### src/rtl/core/ktr_pkg.sv
// shared constants, types and the modifier key map for the typematic repeat unit
package ktr_pkg;

  localparam int ROWS      = 5;
  localparam int HALF_COLS = 8;
  localparam int NROWS     = 2 * ROWS;
  localparam int ADDR_W    = $clog2(NROWS);
  localparam int ROW_W     = 3;
  localparam int COL_W     = 3;
  localparam int CNT_W     = 8;
  localparam int DATA_W    = 8;
  localparam int CFG_IDX_W = 2;

  // configuration register indexes
  localparam logic [CFG_IDX_W-1:0] REG_INITIAL_DELAY = CFG_IDX_W'(0);
  localparam logic [CFG_IDX_W-1:0] REG_REPEAT_DELAY  = CFG_IDX_W'(1);

  localparam logic [CNT_W-1:0] INITIAL_DELAY_RST = CNT_W'(60);
  localparam logic [CNT_W-1:0] REPEAT_DELAY_RST  = CNT_W'(6);
  localparam logic [CNT_W-1:0] CNT_MAX           = '1;

  typedef enum logic [1:0] {
    ACT_TAP     = 2'd0,
    ACT_PRESS   = 2'd1,
    ACT_RELEASE = 2'd2
  } act_t;

  typedef struct packed {
    logic             long_hold;
    logic [CNT_W-1:0] count;
  } lane_state_t;

  typedef lane_state_t [HALF_COLS-1:0] row_state_t;

  typedef struct packed {
    logic emit;
    act_t act;
  } lane_evt_t;

  // events of one row, mask and actions indexed by visit position
  typedef struct packed {
    logic                 side;
    logic [ROW_W-1:0]     row;
    logic [HALF_COLS-1:0] mask;
    act_t [HALF_COLS-1:0] acts;
  } row_evt_t;

  function automatic logic is_modifier(input logic side, input logic [ROW_W-1:0] r,
                                       input logic [COL_W-1:0] c);
    logic hit;
    if (!side) begin
      hit = (r == ROW_W'(3) && c == COL_W'(0)) || (r == ROW_W'(4) && c == COL_W'(0)) ||
            (r == ROW_W'(4) && c == COL_W'(2)) || (r == ROW_W'(4) && c == COL_W'(3));
    end else begin
      hit = (r == ROW_W'(3) && c == COL_W'(5)) || (r == ROW_W'(4) && c == COL_W'(2)) ||
            (r == ROW_W'(4) && c == COL_W'(4));
    end
    return hit;
  endfunction

endpackage

### src/rtl/core/ktr_in_if.sv
// scanned row channel
interface ktr_in_if;
  import ktr_pkg::*;
  logic             valid;
  logic             ready;
  logic             half;
  logic [ROW_W-1:0] row_index;
  logic [HALF_COLS-1:0] column_bits;

  modport source(output valid, half, row_index, column_bits, input ready);
  modport sink(input valid, half, row_index, column_bits, output ready);
endinterface

### src/rtl/core/ktr_out_if.sv
// key event channel
interface ktr_out_if;
  import ktr_pkg::*;
  logic             valid;
  logic             ready;
  logic             side;
  logic [ROW_W-1:0] key_row;
  logic [COL_W-1:0] key_col;
  logic [1:0]       action;
  logic             last;

  modport source(output valid, side, key_row, key_col, action, last, input ready);
  modport sink(input valid, side, key_row, key_col, action, last, output ready);
endinterface

### src/rtl/core/ktr_cfg_if.sv
// configuration write channel
interface ktr_cfg_if;
  import ktr_pkg::*;
  logic                 valid;
  logic                 ready;
  logic [CFG_IDX_W-1:0] index;
  logic [DATA_W-1:0]    data;

  modport source(output valid, index, data, input ready);
  modport sink(input valid, index, data, output ready);
endinterface

### src/rtl/core/ktr_lane.sv
// per-key hold counter update and event decision
module ktr_lane (
  input  logic                      down,
  input  logic                      is_mod,
  input  ktr_pkg::lane_state_t      cur,
  input  logic [ktr_pkg::CNT_W-1:0] initial_delay,
  input  logic [ktr_pkg::CNT_W-1:0] repeat_delay,
  output ktr_pkg::lane_state_t      nxt,
  output ktr_pkg::lane_evt_t        evt
);
  import ktr_pkg::*;

  logic [CNT_W-1:0] cnt;

  always_comb begin
    nxt      = cur;
    evt.emit = 1'b0;
    evt.act  = ACT_TAP;
    cnt      = cur.count;
    if (is_mod) begin
      evt.emit = 1'b1;
      evt.act  = down ? ACT_PRESS : ACT_RELEASE;
    end else if (down) begin
      if (cur.count == '0) begin
        evt.emit = 1'b1;
      end else if (cur.long_hold && cur.count > repeat_delay) begin
        evt.emit = 1'b1;
        cnt      = CNT_W'(1);
      end else if (cur.count > initial_delay) begin
        nxt.long_hold = 1'b1;
      end
      nxt.count = (cnt != CNT_MAX) ? cnt + CNT_W'(1) : cnt;
    end else begin
      nxt.count     = '0;
      nxt.long_hold = 1'b0;
    end
  end

endmodule

### src/rtl/core/ktr_merge.sv
// event buffer that hands out one row's events in visit order
module ktr_merge (
  input  logic              clk,
  input  logic              rst,
  input  logic              load,
  input  ktr_pkg::row_evt_t load_evt,
  output logic              free,
  ktr_out_if.source         events
);
  import ktr_pkg::*;

  logic                 busy;
  row_evt_t             cur;
  logic [COL_W-1:0]     pos;
  logic                 found;
  logic [HALF_COLS-1:0] rest;
  logic                 is_last;
  logic                 fire;

  // lowest pending visit position
  always_comb begin
    pos   = '0;
    found = 1'b0;
    for (int p = 0; p < HALF_COLS; p++) begin
      if (cur.mask[p] && !found) begin
        pos   = COL_W'(p);
        found = 1'b1;
      end
    end
  end

  assign rest    = cur.mask & ~(HALF_COLS'(1) << pos);
  assign is_last = (rest == '0);
  assign fire    = events.valid && events.ready;
  assign free    = !busy || (events.ready && is_last);

  assign events.valid   = busy;
  assign events.side    = cur.side;
  assign events.key_row = cur.row;
  assign events.key_col = cur.side ? pos : COL_W'(HALF_COLS - 1) - pos;
  assign events.action  = cur.acts[pos];
  assign events.last    = is_last;

  always_ff @(posedge clk) begin
    if (rst) begin
      busy <= 1'b0;
    end else if (load) begin
      busy <= 1'b1;
    end else if (fire && is_last) begin
      busy <= 1'b0;
    end
  end

  always_ff @(posedge clk) begin
    if (load) begin
      cur <= load_evt;
    end else if (fire) begin
      cur.mask <= rest;
    end
  end

endmodule

### src/rtl/core/key_matrix_typematic_repeat_unit.sv
// top level of the key matrix typematic repeat unit
// a taken row item is registered into the lane stage, then its events are loaded into the
//   event buffer once it is free; events leave one per cycle while the event channel is ready
// throughput: one row item per cycle while rows carry no events; a row with events waits
//   in the lane stage until the single event buffer in the merge stage is free
// reset: synchronous, clears the row-state valid bits, pipeline and buffer, delays to 60 and 6
module key_matrix_typematic_repeat_unit (
  input  logic      clk,
  input  logic      rst,
  ktr_in_if.sink    items,
  ktr_out_if.source events,
  ktr_cfg_if.sink   cfg
);
  import ktr_pkg::*;

  // configuration registers
  logic [CNT_W-1:0] initial_delay;
  logic [CNT_W-1:0] repeat_delay;

  assign cfg.ready = 1'b1;

  always_ff @(posedge clk) begin
    if (rst) begin
      initial_delay <= INITIAL_DELAY_RST;
      repeat_delay  <= REPEAT_DELAY_RST;
    end else if (cfg.valid) begin
      case (cfg.index)
        REG_INITIAL_DELAY: initial_delay <= cfg.data;
        REG_REPEAT_DELAY:  repeat_delay  <= cfg.data;
        default: ;
      endcase
    end
  end

  // row state memory: one word holds the eight keys of one row of one half
  row_state_t       mem [NROWS];
  logic [NROWS-1:0] row_valid;

  // input side
  logic              in_fire;
  logic              in_range;
  logic              load;
  logic [ADDR_W-1:0] addr;

  // lane stage registers
  logic                 s1_valid;
  logic                 s1_side;
  logic [ROW_W-1:0]     s1_row;
  logic [HALF_COLS-1:0] s1_bits;
  logic [ADDR_W-1:0]    s1_addr;
  row_state_t           mem_q;
  logic                 rv_q;
  logic                 fwd_q;
  row_state_t           fwd_data;
  logic                 s1_adv;

  // lane signals
  row_state_t           cur_state;
  row_state_t           new_state;
  lane_evt_t [HALF_COLS-1:0] lane_evt;
  logic [HALF_COLS-1:0] lane_down;
  logic [HALF_COLS-1:0] lane_mod;
  row_evt_t             row_evt;
  logic                 merge_free;
  logic                 merge_load;

  assign in_range    = (int'(items.row_index) < ROWS);
  assign in_fire     = items.valid && items.ready;
  assign load        = in_fire && in_range;
  assign addr        = ADDR_W'(items.row_index) + (items.half ? ADDR_W'(ROWS) : '0);
  // take a new row whenever the lane stage is empty or moves on this cycle
  assign items.ready = !s1_valid || s1_adv;

  always_ff @(posedge clk) begin
    if (rst) begin
      s1_valid <= 1'b0;
    end else if (items.ready) begin
      s1_valid <= load;
    end
  end

  // read the row word, and catch a write-back to the same row in the same cycle
  always_ff @(posedge clk) begin
    if (load) begin
      s1_side  <= items.half;
      s1_row   <= items.row_index;
      s1_bits  <= items.column_bits;
      s1_addr  <= addr;
      mem_q    <= mem[addr];
      rv_q     <= row_valid[addr];
      fwd_q    <= s1_valid && (s1_addr == addr);
      fwd_data <= new_state;
    end
  end

  always_ff @(posedge clk) begin
    if (s1_adv) begin
      mem[s1_addr] <= new_state;
    end
  end

  // a row never written reads as all zero
  always_ff @(posedge clk) begin
    if (rst) begin
      row_valid <= '0;
    end else if (s1_adv) begin
      row_valid[s1_addr] <= 1'b1;
    end
  end

  assign cur_state = fwd_q ? fwd_data : (rv_q ? mem_q : '0);

  // one lane per remapped column; right half bits arrive reversed
  for (genvar c = 0; c < HALF_COLS; c++) begin : g_lane
    assign lane_down[c] = s1_side ? s1_bits[HALF_COLS-1-c] : s1_bits[c];
    assign lane_mod[c]  = is_modifier(s1_side, s1_row, COL_W'(c));

    ktr_lane u_lane (
      .down          (lane_down[c]),
      .is_mod        (lane_mod[c]),
      .cur           (cur_state[c]),
      .initial_delay (initial_delay),
      .repeat_delay  (repeat_delay),
      .nxt           (new_state[c]),
      .evt           (lane_evt[c])
    );
  end

  // reorder lane events into visit order: left goes high column first, right low first
  always_comb begin
    row_evt.side = s1_side;
    row_evt.row  = s1_row;
    for (int p = 0; p < HALF_COLS; p++) begin
      if (s1_side) begin
        row_evt.mask[p] = lane_evt[p].emit;
        row_evt.acts[p] = lane_evt[p].act;
      end else begin
        row_evt.mask[p] = lane_evt[HALF_COLS-1-p].emit;
        row_evt.acts[p] = lane_evt[HALF_COLS-1-p].act;
      end
    end
  end

  // rows without events retire at once; others wait for the event buffer
  assign s1_adv     = s1_valid && ((row_evt.mask == '0) || merge_free);
  assign merge_load = s1_adv && (row_evt.mask != '0);

  ktr_merge u_merge (
    .clk      (clk),
    .rst      (rst),
    .load     (merge_load),
    .load_evt (row_evt),
    .free     (merge_free),
    .events   (events)
  );

  // a stalled lane stage always has events waiting for the buffer
  a_stall_has_events: assert property (@(posedge clk) disable iff (rst)
    (s1_valid && !s1_adv) |-> (row_evt.mask != '0))
    else $error("lane stage stalled with no events");

  // a retired row is marked written on the next cycle
  a_row_marked: assert property (@(posedge clk) disable iff (rst)
    s1_adv |=> row_valid[$past(s1_addr)])
    else $error("row valid bit not set after write-back");

  // back-to-back rows on the same word take the forwarded state
  a_forward: assert property (@(posedge clk) disable iff (rst)
    (load && s1_valid && (s1_addr == addr)) |=> fwd_q)
    else $error("same-row forwarding missed");

endmodule

### src/flat_wrapper.sv
// flat-port wrapper written by rule: the top's interface ports become plain ports
module key_matrix_typematic_repeat_unit_flat import ktr_pkg::*;
  (clk, rst, items_valid, items_half, items_row_index, items_column_bits, items_ready, events_valid, events_side, events_key_row, events_key_col, events_action, events_last, events_ready, cfg_valid, cfg_index, cfg_data, cfg_ready);
  ktr_in_if items_i ();
  ktr_out_if events_i ();
  ktr_cfg_if cfg_i ();
  input  logic clk;
  input  logic rst;
  input wire logic [$bits(items_i.valid)-1:0] items_valid;
  input wire logic [$bits(items_i.half)-1:0] items_half;
  input wire logic [$bits(items_i.row_index)-1:0] items_row_index;
  input wire logic [$bits(items_i.column_bits)-1:0] items_column_bits;
  output wire logic [$bits(items_i.ready)-1:0] items_ready;
  output wire logic [$bits(events_i.valid)-1:0] events_valid;
  output wire logic [$bits(events_i.side)-1:0] events_side;
  output wire logic [$bits(events_i.key_row)-1:0] events_key_row;
  output wire logic [$bits(events_i.key_col)-1:0] events_key_col;
  output wire logic [$bits(events_i.action)-1:0] events_action;
  output wire logic [$bits(events_i.last)-1:0] events_last;
  input wire logic [$bits(events_i.ready)-1:0] events_ready;
  input wire logic [$bits(cfg_i.valid)-1:0] cfg_valid;
  input wire logic [$bits(cfg_i.index)-1:0] cfg_index;
  input wire logic [$bits(cfg_i.data)-1:0] cfg_data;
  output wire logic [$bits(cfg_i.ready)-1:0] cfg_ready;
  assign items_i.valid = items_valid;
  assign items_i.half = items_half;
  assign items_i.row_index = items_row_index;
  assign items_i.column_bits = items_column_bits;
  assign items_ready = items_i.ready;
  assign events_valid = events_i.valid;
  assign events_side = events_i.side;
  assign events_key_row = events_i.key_row;
  assign events_key_col = events_i.key_col;
  assign events_action = events_i.action;
  assign events_last = events_i.last;
  assign events_i.ready = events_ready;
  assign cfg_i.valid = cfg_valid;
  assign cfg_i.index = cfg_index;
  assign cfg_i.data = cfg_data;
  assign cfg_ready = cfg_i.ready;
  key_matrix_typematic_repeat_unit u_core (.clk(clk), .rst(rst), .items(items_i), .events(events_i), .cfg(cfg_i));
endmodule
### config.mk
export PLATFORM = sky130hd
export DESIGN_NAME = key_matrix_typematic_repeat_unit_flat
export DESIGN_NICKNAME = d
export VERILOG_FILES = /design/src/rtl/core/ktr_pkg.sv /design/src/rtl/core/ktr_in_if.sv /design/src/rtl/core/ktr_out_if.sv /design/src/rtl/core/ktr_cfg_if.sv /design/src/rtl/core/ktr_lane.sv /design/src/rtl/core/ktr_merge.sv /design/src/rtl/core/key_matrix_typematic_repeat_unit.sv /design/src/flat_wrapper.sv
export SDC_FILE = /design/constraint.sdc
export NUM_CORES = 1
export LEC_CHECK = 0
export BUFFER_PORTS_ARGS = -buffer_cell sky130_fd_sc_hd__buf_2
export CAP_MARGIN = 10
export CORE_ASPECT_RATIO = 1.75
export CORE_UTILIZATION = 61
export DETAILED_ROUTE_END_ITERATION = 7
export PLACE_DENSITY = 0.74
export SETUP_SLACK_MARGIN = 0.05
export SYNTH_ARGS = -nofsm -noshare
export SYNTH_HDL_FRONTEND = slang
export SYNTH_HIERARCHICAL = 1
export SYNTH_SLANG_ARGS = --single-unit
### constraint.sdc
create_clock -name clk -period 14.7 [get_ports clk]
set_input_delay 0 -clock clk [delete_from_list [all_inputs] [get_ports clk]]
set_output_delay 0 -clock clk [all_outputs]
set_load 0.005 [all_outputs]
Yosys cells after proc, flatten, opt, wreduce, memory -nomap -nowiden
Memories as Yosys holds them, arrays and structs flattened. A register that Yosys moved wholly into a read port is not among the register bits.
Index checks and enable logic that the tools add are counted.

storage, ports and cells
  memories kept = 1
  bits in writable memories = 720
  output and inout bits = 13
  flip-flop bits (word level) = 142

cells by class
  bitwise operators = 3
  shift-type cells = 1
  $add $sub $neg = 10
  $lt $le $gt $ge = 21
  reduce and logical (&&, ||, !) cells = 53
  equal/unequal tests = 12
  multiplexer cells = 167

memories
  memory      depth  bits a word  rd ports  clocked after Yosys merged registers in  wr ports  line                                    RTL
  u_core.mem  10     72           1         1                                        1         key_matrix_typematic_repeat_unit.sv:36  row_state_t mem [NROWS];

operators with widths
  cell                 number
  $mux 8               39
  $mux 72              2
  $gt 8x8->1           16
  $mux 9               13
  $mux 1               87
  $logic_not 8->1      10
  $add 8x1->8 const B  8
  $ne 8x8->1 const B   8
  $mux 2               15
  $logic_and 1x1->1    24
  $mux 3               8
  $lt 4x5->1 const B   2
  $or 10x10->10        1
  $logic_not 1->1      9
  $and 8x8->8          1
  $not 8->8            1
  $reduce_bool 8->1    1
  $shl 1x3->8 const A  1
  $bmux 2 s3           1
  $add 3x4->4          1
  $bmux 1 s4           1
  $demux 1 s4          1
  $eq 4x4->1           1
  $ge 4x1->1 const B   1
  10 further kinds     15

Longest topological paths before layout
  depth after elaboration = 33
  gate-level depth with buffers = 19

Hierarchy
The synthesis kept the hierarchy.

by module, submodules not included
  module                                  cells an instance  area an instance (µm²)  instances
  key_matrix_typematic_repeat_unit        1740               34464.3                 1
  ktr_lane (u_core.g_lane[0].u_lane ...)  116                750.7                   7
  ktr_merge                               128                1478.9                  1
  ktr_lane (u_core.g_lane[7].u_lane)      119                828.3                   1

Least setup slack after synthesis
No wires, ideal clock.

  kind = reg-to-reg
  start = reg u_core.fwd_q
  end = reg u_core/fwd_data[0] (netlist name), enable pin
  period minus slack after synthesis = 10.953 ns
  cell stages (with the launch flop) = 17
  slack = 3.747 ns
  arrival time = 10.247 ns
  required time = 13.994 ns
  path through = edfxtp_1 -> nor2b_1 -> clkbuf_1 -> clkbuf_1 -> a22o_1 -> ha_1 -> nor2b_1 -> o211ai_1 -> a21oi_1 -> o21ai_1 -> buf_2 -> nand2_1 -> a21o_1 -> nor4_1 -> nand2_1 -> nand3b_1 -> nor2b_1

RTL lines
  element                 line                                    RTL
  start, declared         key_matrix_typematic_repeat_unit.sv:53  logic fwd_q;
  start signal, assigned  key_matrix_typematic_repeat_unit.sv:91  fwd_q <= s1_valid && (s1_addr == addr);
  end signal, assigned    key_matrix_typematic_repeat_unit.sv:92  fwd_data <= new_state;
  end, declared           key_matrix_typematic_repeat_unit.sv:54  row_state_t fwd_data;

==> results.sh <==
export IMPL_run_status="finished clean"
export IMPL_cts_htree_levels=3
export IMPL_floorplan_io_pins=40
export IMPL_cp_max_fo=58
export IMPL_dr_total_vias=25320
export IMPL_async_flop_share=0
export IMPL_clock_root_buffer="sky130_fd_sc_hd__clkbuf_16"
export IMPL_detail_route_vias_per_cell=6.594
export IMPL_crit_path_end_kind="register"
export IMPL_sequentialPowerShare=0.527
export IMPL_wire_length_of_the_first_global_routing_pass_um=156400
export IMPL_synth_yosys_seq_area_share=0.6636
export IMPL_synth_seq_cells=938
export IMPL_max_cap_violations=0
export IMPL_post_route_cells_drive_above_1_share=0.1529
export IMPL_worst_slew_pin_slew_ns=1.205
export IMPL_worst_hold_path_num_cells=2
export IMPL_global_route_overflow_total=0
export IMPL_fmax_mhz=131.5
export IMPL_maxSlewHeadroom=0.1903
export IMPL_hold_ws_ns=0.08767
export IMPL_p_sw_mw=1.428
export IMPL_cts_tree="yes"
export IMPL_timing_final_setup_violations=0
export IMPL_place_gp_congestion=0.9480
export IMPL_numCtsBuffers=81
export IMPL_buffer_ports_inserted=38
export IMPL_hp_class="in2reg"
export IMPL_core_area_um2=68330
export IMPL_initial_core_util=0.6151
export IMPL_area_fraction_in_compound_gates_after_synthesis=0.08684
export IMPL_synth_adder_area_share=0.04189
export IMPL_rr_startpoint="u_core/fwd_q$_DFFE_PP_"
export IMPL_path_clk_slew_ns=0.07
export IMPL_min_period_ns=7.607
export IMPL_clkPwrFrac=0.357
export IMPL_routed_wl_um=104200
export IMPL_antenna_diode_count=0
export IMPL_worst_ep_required_time_ns=14.98
export IMPL_synth_top_flop_cell="sky130_fd_sc_hd__edfxtp_1"
export IMPL_cts_sinks=938
export IMPL_total_power_per_unit_cell_area_nw_per_um2=126.9
export IMPL_post_synth_mux_area_share=0.09223
export IMPL_grt_pass1_vias=25980
export IMPL_hold_viol_final=0
export IMPL_drtIter0Drc=2149
export IMPL_maximum_number_of_pins_on_one_net_before_global_route_repair=115
export IMPL_power_frac_comb=0.116
export IMPL_setup_reg_to_reg_worst_slack_ns=7.09
export IMPL_synth_simple_gate_area_share=0.08086
export IMPL_area_delta_synth_final_pct=9.554
export IMPL_hp_start="items_column_bits[6]"
export IMPL_worst_r2r_cell_count=16
export IMPL_dieHeight_um=349.2
export IMPL_r2r_end="u_core/fwd_data[44]$_DFFE_PP_"
export IMPL_rows=127
export IMPL_synth_xor_area_share=0.001846
export IMPL_rsz0062_at_grt="no"
export IMPL_timing_hold_worst_endpoint="u_core/s1_bits[6]$_DFFE_PP_"
export IMPL_n_fill_cell=4639
export IMPL_floorplan_die_area_um2=69990
export IMPL_power_share_switching=0.2445
export IMPL_worstSetupStartpoint="u_core/fwd_q$_DFFE_PP_"
export IMPL_detail_route_wl_per_cell_um=27.15
export IMPL_timing_max_transition_violations_final=0
export IMPL_drc_errors=0
export IMPL_crit_path_start_kind="register"
export IMPL_timing_final_crit_share=0.5175
export IMPL_drt_first_pass_iters=6
export IMPL_cts_resized_gates=0
export IMPL_tns_ns=0
export IMPL_groute_usage_overall=0.3036
export IMPL_worst_ep_arrival_time_ns=7.89
export IMPL_synth_edff_count=910
export IMPL_syn_instance_count=2799
export IMPL_yosysWarnings=6
export IMPL_synth_lib_cells_used_distinct=73
export IMPL_finClkSkew_ns=0.02367
export IMPL_antenna_violating_nets_post_route=0
export IMPL_power_report_internal_total_mw=4.414
export IMPL_critical_path_class="reg2reg"
export IMPL_syn_avg_cell_area_um2=15.01
export IMPL_clkLatencyLatePin_ns=0.65
export IMPL_max_vdd_ir_drop_mv=0.1113
export IMPL_main_combinational_cell_family_by_area_after_synthesis="multiplexers"
export IMPL_nets=3036
export IMPL_hpwlAfterDp_um=62660
export IMPL_dieWidth_um=200.4
export IMPL_cts_path_max_buffers=3
export IMPL_mappedNetlistArea_um2=42030
export IMPL_antenna_found_initial=0
export IMPL_power_leakage_nw=16.08
sequential cells by signal (all words and copies together), names as in the netlist:
register / flops
u_core/mem_q: 72
u_core/s1_bits: 8
u_core/mem: 720
u_core/u_merge/events.key_row: 3
u_core/s1_side: 1
u_core/s1_valid: 1
u_core/u_merge/cur: 24
u_core/s1_row: 3
u_core/s1_addr: 4
u_core/u_merge/events.side: 1
u_core/row_valid: 10
u_core/fwd_data: 72
u_core/rv_q: 1
u_core/fwd_q: 1
u_core/repeat_delay: 8
u_core/u_merge/events.valid: 1
u_core/initial_delay: 8
Yosys cell counts, types with 7 or more instances:
master,count,share of area
sky130_fd_sc_hd__edfxtp_1,910,0.65
sky130_fd_sc_hd__nand2_1,284,0.025
sky130_fd_sc_hd__inv_1,151,0.013
sky130_fd_sc_hd__mux4_2,145,0.078
sky130_fd_sc_hd__ha_1,139,0.041
sky130_fd_sc_hd__a21oi_1,134,0.016
sky130_fd_sc_hd__nor2_1,111,0.0099
sky130_fd_sc_hd__a22o_1,78,0.016
sky130_fd_sc_hd__buf_2,58,0.0069
sky130_fd_sc_hd__a32oi_1,57,0.012
sky130_fd_sc_hd__nor2b_1,53,0.0079
sky130_fd_sc_hd__a31oi_1,51,0.0076
sky130_fd_sc_hd__clkbuf_1,51,0.0046
sky130_fd_sc_hd__nand3_1,51,0.0061
sky130_fd_sc_hd__nand4_1,50,0.0074
sky130_fd_sc_hd__o21ai_0,45,0.0054
sky130_fd_sc_hd__a211oi_1,33,0.0059
sky130_fd_sc_hd__mux2_2,32,0.0086
sky130_fd_sc_hd__nor3_1,30,0.0036
sky130_fd_sc_hd__dfxtp_1,28,0.013
sky130_fd_sc_hd__mux2i_1,25,0.0060
sky130_fd_sc_hd__and2_1,19,0.0028
sky130_fd_sc_hd__o21a_1,18,0.0032
sky130_fd_sc_hd__a21o_1,16,0.0029
sky130_fd_sc_hd__or4_1,16,0.0029
sky130_fd_sc_hd__buf_4,14,0.0025
sky130_fd_sc_hd__buf_6,14,0.0038
sky130_fd_sc_hd__o211ai_1,12,0.0021
sky130_fd_sc_hd__and3_1,10,0.0015
sky130_fd_sc_hd__o21ba_1,10,0.0024
sky130_fd_sc_hd__and4_1,9,0.0019
sky130_fd_sc_hd__nor4_1,9,0.0013
sky130_fd_sc_hd__a2111oi_0,8,0.0017
sky130_fd_sc_hd__inv_2,8,0.00071
sky130_fd_sc_hd__nand4b_1,8,0.0017
sky130_fd_sc_hd__o21ai_1,8,0.00095
sky130_fd_sc_hd__or3_1,8,0.0012
sky130_fd_sc_hd__a31o_2,7,0.0015
sky130_fd_sc_hd__a41oi_1,7,0.0015
sky130_fd_sc_hd__and2_2,7,0.0013
sky130_fd_sc_hd__nor4_2,7,0.0021
sky130_fd_sc_hd__o221ai_1,7,0.0015
sky130_fd_sc_hd__o22ai_1,7,0.0010
sky130_fd_sc_hd__xnor2_1,7,0.0015
power groups by stage:
| stage | Clock (mW) | Sequential, mW | Combinational [mW] |
|---|---|---|---|
| floorplan | 0 | 3.12 | 0.486 |
| global placement | 0 | 3.14 | 0.642 |
| detailed placement | 0 | 3.14 | 0.664 |
| CTS | 2.12 | 3.08 | 0.674 |
| global route | 2.21 | 3.08 | 0.738 |
| finish | 2.08 | 3.08 | 0.677 |
cells in the final DEF, fill, tap and decap left out, types with 13 or more instances in the layout:
cell                            count
sky130_fd_sc_hd__a211oi_1          33
sky130_fd_sc_hd__a21o_1            16
sky130_fd_sc_hd__a21oi_1          133
sky130_fd_sc_hd__a22o_1            78
sky130_fd_sc_hd__a31oi_1           51
sky130_fd_sc_hd__a32oi_1           57
sky130_fd_sc_hd__and2_1            19
sky130_fd_sc_hd__buf_2             39
sky130_fd_sc_hd__buf_4             48
sky130_fd_sc_hd__clkbuf_1          13
sky130_fd_sc_hd__clkbuf_16         83
sky130_fd_sc_hd__clkinv_1          16
sky130_fd_sc_hd__clkinv_2          15
sky130_fd_sc_hd__dfxtp_1           28
sky130_fd_sc_hd__dlygate4sd3_1     31
sky130_fd_sc_hd__edfxtp_1         910
sky130_fd_sc_hd__ha_1             137
sky130_fd_sc_hd__inv_1            151
sky130_fd_sc_hd__mux2_2            32
sky130_fd_sc_hd__mux2i_1           25
sky130_fd_sc_hd__mux4_2           145
sky130_fd_sc_hd__nand2_1          284
sky130_fd_sc_hd__nand3_1           51
sky130_fd_sc_hd__nand4_1           50
sky130_fd_sc_hd__nor2_1           103
sky130_fd_sc_hd__nor2b_1           51
sky130_fd_sc_hd__nor3_1            28
sky130_fd_sc_hd__o21a_1            18
sky130_fd_sc_hd__o21ai_0           45
sky130_fd_sc_hd__or4_1             16
worst max-delay path, stage by stage, from the launching register on:
cell                       delay [ns]
sky130_fd_sc_hd__edfxtp_1        0.43
sky130_fd_sc_hd__nor2b_4         0.84
sky130_fd_sc_hd__buf_4           0.55
sky130_fd_sc_hd__a22o_1          0.35
sky130_fd_sc_hd__ha_1            0.29
sky130_fd_sc_hd__nor2b_1         0.14
sky130_fd_sc_hd__o211ai_1        0.16
sky130_fd_sc_hd__a21oi_1         0.09
sky130_fd_sc_hd__o21ai_1         0.85
sky130_fd_sc_hd__nand2_1         0.11
sky130_fd_sc_hd__a21o_1          0.26
sky130_fd_sc_hd__nor4_1          0.69
sky130_fd_sc_hd__nand2_1         0.14
sky130_fd_sc_hd__nand3b_1        0.18
sky130_fd_sc_hd__nor2b_4         0.77
sky130_fd_sc_hd__buf_4           0.74
sky130_fd_sc_hd__buf_4           0.57
cell families after synthesis:
family / Yosys count
buffers and inverters: 300
XOR/XNOR: 8
multiplexers: 202
flip-flops: 938
AO/OA/AOI/OAI: 517
adder cells (fa/ha/maj): 141
other: 2
AND/OR/NAND/NOR: 691
routing by layer:
metal | vias up | routed length [µm] | GRT usage
met1 | 12880 | 38250 | 0.3596
met3 | 282 | 5920 | 0.03543
met2 | 1038 | 54700 | 0.5449
met4 | 0 | 5384 | 0.1567
met5 | - | 0 | 0
li1 | 11120 | - | -
metrics by stage:
stage	instance area (µm²)	instances	util	setup WS, ns	power [mW]
final	46040	3839	0.6738	7.093	5.842
after global routing	46040	3839	0.6738	6.704	6.027
after CTS	46030	3838	0.6737	7.121	5.871
after detailed placement	43150	3658	0.6316	7.125	3.801
after global placement	43150	3658	0.6316	7.220	3.779
after floorplan	42060	2807	-	3.747	3.610
what timing repair did:
item                      CTS  global route
hold buffers               31             0
hold endpoints to repair   43             0
setup buffers               0             0
cell type report:
| cell class | instances | area, µm² | area share |
|---|---|---|---|
| timing repair buffer | 120 | 905.9 | 0.01967 |
| clock buffer | 96 | 2126 | 0.04617 |
| tap | 903 | 1130 | 0.02454 |
| clock inverter | 53 | 440.4 | 0.009566 |
| sequential | 938 | 27890 | 0.6057 |
| multi-input combinational | 1569 | 12940 | 0.2812 |
| inverter | 160 | 608.1 | 0.01321 |
how the worst max path moves through the flow:
stage / end / slack (ns)
2_1_floorplan: u_core/fwd_data[0]$_DFFE_PP_ / 3.75
3_3_place_gp: u_core/mem_q[43]$_DFFE_PP_ / 7.22
3_5_place_dp: u_core/fwd_data[39]$_DFFE_PP_ / 7.13
4_1_cts: u_core/fwd_data[44]$_DFFE_PP_ / 7.12
5_1_grt: u_core/fwd_data[44]$_DFFE_PP_ / 6.70
6_report: u_core/fwd_data[44]$_DFFE_PP_ / 7.09
(Power assumes the default switching activity.)
